===== src/rtl/core/tss_pkg.sv =====
// tridiagonal solver package: sizes, state types and Q8.24 helpers
// no dependencies
`timescale 1ns / 1ps

package tss_pkg;

   localparam int MAX_ROWS = 64;
   localparam int ROW_W    = $clog2(MAX_ROWS);
   localparam int DATA_W   = 32;
   localparam int FRAC_W   = 24;

   typedef logic [ROW_W-1:0]         row_idx_type;
   typedef logic signed [DATA_W-1:0] q_type;

   typedef enum logic [3:0] {
      ST_IDLE,
      ST_DIV_R,
      ST_MUL_R,
      ST_PIV,
      ST_MUL_G,
      ST_NUM,
      ST_GDIV,
      ST_DIV_G,
      ST_EMIT,
      ST_RD,
      ST_BSUB
   } tss_state_type;

   typedef enum logic [1:0] {
      DV_IDLE,
      DV_RUN,
      DV_DONE
   } tss_div_state_type;

   // divider handshake toward the sequencer
   typedef struct packed {
      logic  done;
      logic  zero;
      q_type quot;
   } tss_div_rsp_type;

   function automatic logic [DATA_W-1:0] mag32(input q_type v);
      logic [DATA_W-1:0] r;
      r = v[DATA_W-1] ? (~v + 1'b1) : v;
      return r;
   endfunction

   // rounded Q8.24 product from magnitude and sign, ties away from zero
   function automatic logic signed [41:0] qround(input logic [63:0] p, input logic neg);
      logic [63:0] r;
      logic signed [41:0] s;
      r = (p + 64'(1 << (FRAC_W - 1))) >> FRAC_W;
      s = $signed({2'b00, r[39:0]});
      return neg ? -s : s;
   endfunction

   function automatic q_type sat32(input logic signed [42:0] v);
      q_type r;
      if (v > 43'sd2147483647)       r = 32'sh7fffffff;
      else if (v < -43'sd2147483648) r = 32'sh80000000;
      else                           r = v[DATA_W-1:0];
      return r;
   endfunction

endpackage


===== src/rtl/core/tss_div.sv =====
// radix-2 restoring divider for rounded, saturated Q8.24 quotients
// depends on tss_pkg
`timescale 1ns / 1ps

module tss_div (
   input  logic                      clock,
   input  logic                      reset,
   input  logic                      start,
   input  tss_pkg::q_type            num,
   input  tss_pkg::q_type            den,
   output tss_pkg::tss_div_rsp_type  rsp
);
   import tss_pkg::*;

   tss_div_state_type state_ff, state_in;
   logic [4:0]        cnt_ff, cnt_in;
   logic [32:0]       rem_ff, rem_in;
   logic [31:0]       lo_ff, lo_in;
   logic [31:0]       ud_ff, ud_in;
   logic              neg_ff, neg_in;
   logic              zero_ff, zero_in;

   logic [31:0] ud_s;
   logic [55:0] dividend;
   logic [32:0] shifted;
   logic        ge;

   // operand setup and one quotient bit per cycle
   always_comb begin
      ud_s     = mag32(den);
      dividend = {mag32(num), 24'b0} + 56'(ud_s >> 1);
      shifted  = {rem_ff[31:0], lo_ff[31]};
      ge       = shifted >= {1'b0, ud_ff};
      state_in = state_ff;
      cnt_in   = cnt_ff;
      rem_in   = rem_ff;
      lo_in    = lo_ff;
      ud_in    = ud_ff;
      neg_in   = neg_ff;
      zero_in  = zero_ff;
      unique case (state_ff)
         DV_IDLE: begin
            if (start) begin
               ud_in   = ud_s;
               neg_in  = num[31] ^ den[31];
               zero_in = (ud_s == '0);
               cnt_in  = '1;
               rem_in  = {9'b0, dividend[55:32]};
               lo_in   = dividend[31:0];
               if (ud_s == '0) begin
                  lo_in    = '0;
                  state_in = DV_DONE;
               end else if ({8'b0, dividend[55:32]} >= ud_s) begin
                  lo_in    = '1;
                  state_in = DV_DONE;
               end else begin
                  state_in = DV_RUN;
               end
            end
         end
         DV_RUN: begin
            rem_in = ge ? (shifted - {1'b0, ud_ff}) : shifted;
            lo_in  = {lo_ff[30:0], ge};
            cnt_in = cnt_ff - 1'b1;
            if (cnt_ff == '0) begin
               state_in = DV_DONE;
            end
         end
         DV_DONE: begin
            state_in = DV_IDLE;
         end
         default: state_in = DV_IDLE;
      endcase
   end

   // signed result with saturation
   always_comb begin
      rsp.done = (state_ff == DV_DONE);
      rsp.zero = zero_ff;
      if (neg_ff) begin
         rsp.quot = (lo_ff > 32'h8000_0000) ? 32'sh80000000 : q_type'(~lo_ff + 1'b1);
      end else begin
         rsp.quot = (lo_ff > 32'h7fff_ffff) ? 32'sh7fffffff : q_type'(lo_ff);
      end
   end

   always_ff @(posedge clock) begin
      if (reset) begin
         state_ff <= DV_IDLE;
      end else begin
         state_ff <= state_in;
      end
      cnt_ff  <= cnt_in;
      rem_ff  <= rem_in;
      lo_ff   <= lo_in;
      ud_ff   <= ud_in;
      neg_ff  <= neg_in;
      zero_ff <= zero_in;
   end

endmodule


===== config.mk =====
export PLATFORM = sky130hd
export DESIGN_NAME = tss_div
export DESIGN_NICKNAME = d
export VERILOG_FILES = /design/src/rtl/core/tss_pkg.sv /design/src/rtl/core/tss_div.sv
export SDC_FILE = /design/constraint.sdc
export NUM_CORES = 1
export LEC_CHECK = 0
export ABC_AREA = 1
export BUFFER_PORTS_ARGS = -buffer_cell sky130_fd_sc_hd__buf_2
export CORE_MARGIN = 3
export CORE_UTILIZATION = 50
export DETAILED_ROUTE_END_ITERATION = 10
export PLACE_DENSITY = 0.8
export SLEW_MARGIN = 20
export SYNTH_ARGS = -nofsm -noshare
export SYNTH_HDL_FRONTEND = slang
export SYNTH_SLANG_ARGS = --single-unit

===== constraint.sdc =====
create_clock -name clock -period 4.7 [get_ports clock]
set_input_delay 0.705 -clock clock [delete_from_list [all_inputs] [get_ports clock]]
set_output_delay 0.705 -clock clock [all_outputs]
set_load 0.02 [all_outputs]

==> flow_summary.ini <==
[power_and_ir_drop]
leakagePower_uw = 0.00725
powerDensity_nw_per_um2 = 292
switching_share = 0.440
power_frac_seq = 0.308
p_int_uw = 2430
clockPowerShare = 0.187
combPwrFrac = 0.506
p_switching_uw = 1910
ir_worst_vdd_uv = 244

[layout]
seq_area_sq_um = 3130
nNetsFinal = 2190
nFillCells = 1915
final_util = 0.648
area_growth_syn_to_layout_pct = 26.0
diodes = 0
multi_input_area_sq_um = 7980
stdcell_count = 2372
drive_gt1_frac = 0.237

[synth]
synth_nets = 1943
ys_ff_latch = 105
ys_types = 50
ys_dominant_reg_cell = edfxtp_1
synth_top_area_share = 0.262
syn_area_per_cell_sq_um = 6.53
synthArstFlopShare = 0
synth_commonest_cells = nand2_1 (507), inv_1 (262), nor2_1 (174), nand3_1 (146), edfxtp_1 (103)
yosysMostFrequentCell = nand2_1
synth_warnings = 0
yosys-top-cells-area = edfxtp_1 (26%), nand2_1 (16%), inv_1 (8.3%), ha_1 (7.1%), nand3_1 (6.2%)
synth_edf_count = 103
synth_top_area_cell = edfxtp_1
synthCells = 1807
ys_seq_area_frac = 0.266
syn-cell-area_sq_um = 11800

[sta]
relSlewSlack = 0.410
period_needed_ps = 5020
setup_slack_ps = -322
hold_viol = 0
slew_viol_final = 0
fin_skew_ps = 16.1
worstMarginPinSlew_ps = 882
finalSetupViolations = 34
fmax_mhz = 199
post-route-period-util = 1.07
holdWs_ps = 536
rsz0062_at_grt = true

[worst_setup_path]
max_stage_delay_ps = 390
startpoint = den[0]
r2r_cells = 12
critPathBufInv = 5
critPathMaxFanout = 6
startpoint_type = input port
required_ps = 4800
end_kind = flip-flop
worstSetupPathType = input port to flip-flop
slowest_stage = fa_2
cp_top_family = simple AND/OR/NAND/NOR gates
cp_common_cell = nand2_2
reg2reg_from = rem_ff[7]$_DFFE_PP_
path_depth = 35
worst_ep_arrival_time_ps = 5120

[die]
die_h_microns = 160
placementRows = 55
die_w_microns = 160
core-area_sq_um = 22900
start_util = 0.515
die_area_sq_um = 25500
ios = 101

[min_path]
hp-class = input port to flip-flop
hold_path.startpoint = reset
min_path_cells = 2

[clock_network]
clock_path_buffers = 2
clock_latency_ps = 370
htree_num_levels = 3
path_clk_slew_ps = 80
numCtsBuffers = 9
cts-root-buf = clkbuf_16
cts_tree = done
cts_sinks = 105

[flow_run]
max_cap_violations = 0

[route]
drtIter0Drc = 1772
drt-total-wl_microns = 41500
drc = 0
ant_nets = 0
wire_per_inst_microns = 17.5
dr.pass1.iters = 6
vias = 13500
routed_via_density = 5.68

[outcome]
status = finished, violations left
violations = negative setup slack

[placement]
dp_slack_ps = -500
place_inst = 2336
portBuffers = 100
gp_congestion = 0.978
dpl.hpwl_microns = 30500

[global_routing]
grt_max_degree = 77
grt_pass1_vias = 12600
antenna_found_initial = 0
grt.total_usage = 0.303
overflow = 0
grt_first_pass_wirelength_microns = 62900
==> path summary, 6_finish.rpt <==
kind / endpoint / slack [ps]
setup / recovery: lo_ff[13]$_DFFE_PP_ / -320
hold / removal: state_ff[0]$_SDFFE_PP0P_ / 540
setup reg to reg: rem_ff[19]$_DFFE_PP_ / 690
hold reg to reg: rem_ff[24]$_SDFFCE_PN0P_ / 580
==> power groups by stage <==
stage | registers [uW] | clock network (uW) | logic [uW]
6_report | 1340 | 810 | 2190
5_1_grt | 1350 | 848 | 2390
4_1_cts | 1330 | 808 | 2020
3_5_place_dp | 1350 | 0 | 1980
3_3_place_gp | 1340 | 0 | 1920
2_1_floorplan | 1310 | 0 | 1390
==> timing repair <==
item / 4_1_cts / 5_1_grt
endpoints found under the setup margin: 32 / 34
setup buffers: 7 / 9
hold buffers: 0 / 0
resized for setup: 17 / 70
pin swaps: 10 / 63
cloned: 2 / 1
==> metal layers <==
| metal | routed length, microns | part of all wire | GRT usage |
|---|---|---|---|
| met1 | 16000 | 0.39 | 0.389 |
| met2 | 19200 | 0.46 | 0.502 |
| met3 | 3930 | 0.095 | 0.0408 |
| met4 | 2340 | 0.056 | 0.145 |
| met5 | 0 | 0 | 0 |
==> through the flow <==
| step | area, sq um | setup TNS [ps] | power [uW] |
|---|---|---|---|
| 3_5_place_dp | 13900 | -15200 | 3330 |
| 4_1_cts | 14400 | -20.2 | 4160 |
| 5_1_grt | 14900 | -15740 | 4590 |
| 3_3_place_gp | 13900 | -12460 | 3270 |
| 2_1_floorplan | 12000 | -13.2 | 2700 |
| 6_report | 14900 | -8140 | 4340 |
==> placed cells by master, fill, tap and decap left out, types with 15 or more instances in the layout <==
cell	instances
inv_2	15
edfxtp_1	103
buf_2	98
ha_1	60
nand2_1	498
nor2_4	16
o21ai_0	93
o21ai_2	23
xor2_1	49
nand3b_1	25
nand4_1	29
inv_1	259
nor2_1	160
a21oi_1	57
xnor2_1	23
buf_4	175
nand2_2	29
nor2_2	29
a21oi_4	21
nand3_1	141
==> sequential cells by signal, summed over array words and instances (netlist names) <==
name	cells
cnt_ff	5
lo_ff	32
neg_ff	1
rem_ff	32
state_ff	2
ud_ff	32
zero_ff	1
==> final cells by class <==
class | instances | share of cell area
multi-input cells | 1379 | 0.537
flip-flops and latches | 105 | 0.211
repair buffers | 281 | 0.133
inverters | 278 | 0.0714
well taps | 313 | 0.0264
clock buffers | 9 | 0.0152
clock inverters | 7 | 0.00615
==> logic make-up (layout without fill, tap and decap cells) <==
family	after synthesis	after routing	synth area share
and+or+nand+nor	983	983	0.373
buffers and inverters	323	575	0.109
AOI/OAI and AO/OA	252	252	0.122
DFF	105	105	0.266
xor gates and xnor gates	75	75	0.0557
adders and majority gates	69	69	0.0745
Power figures use the tool's default switching activity.
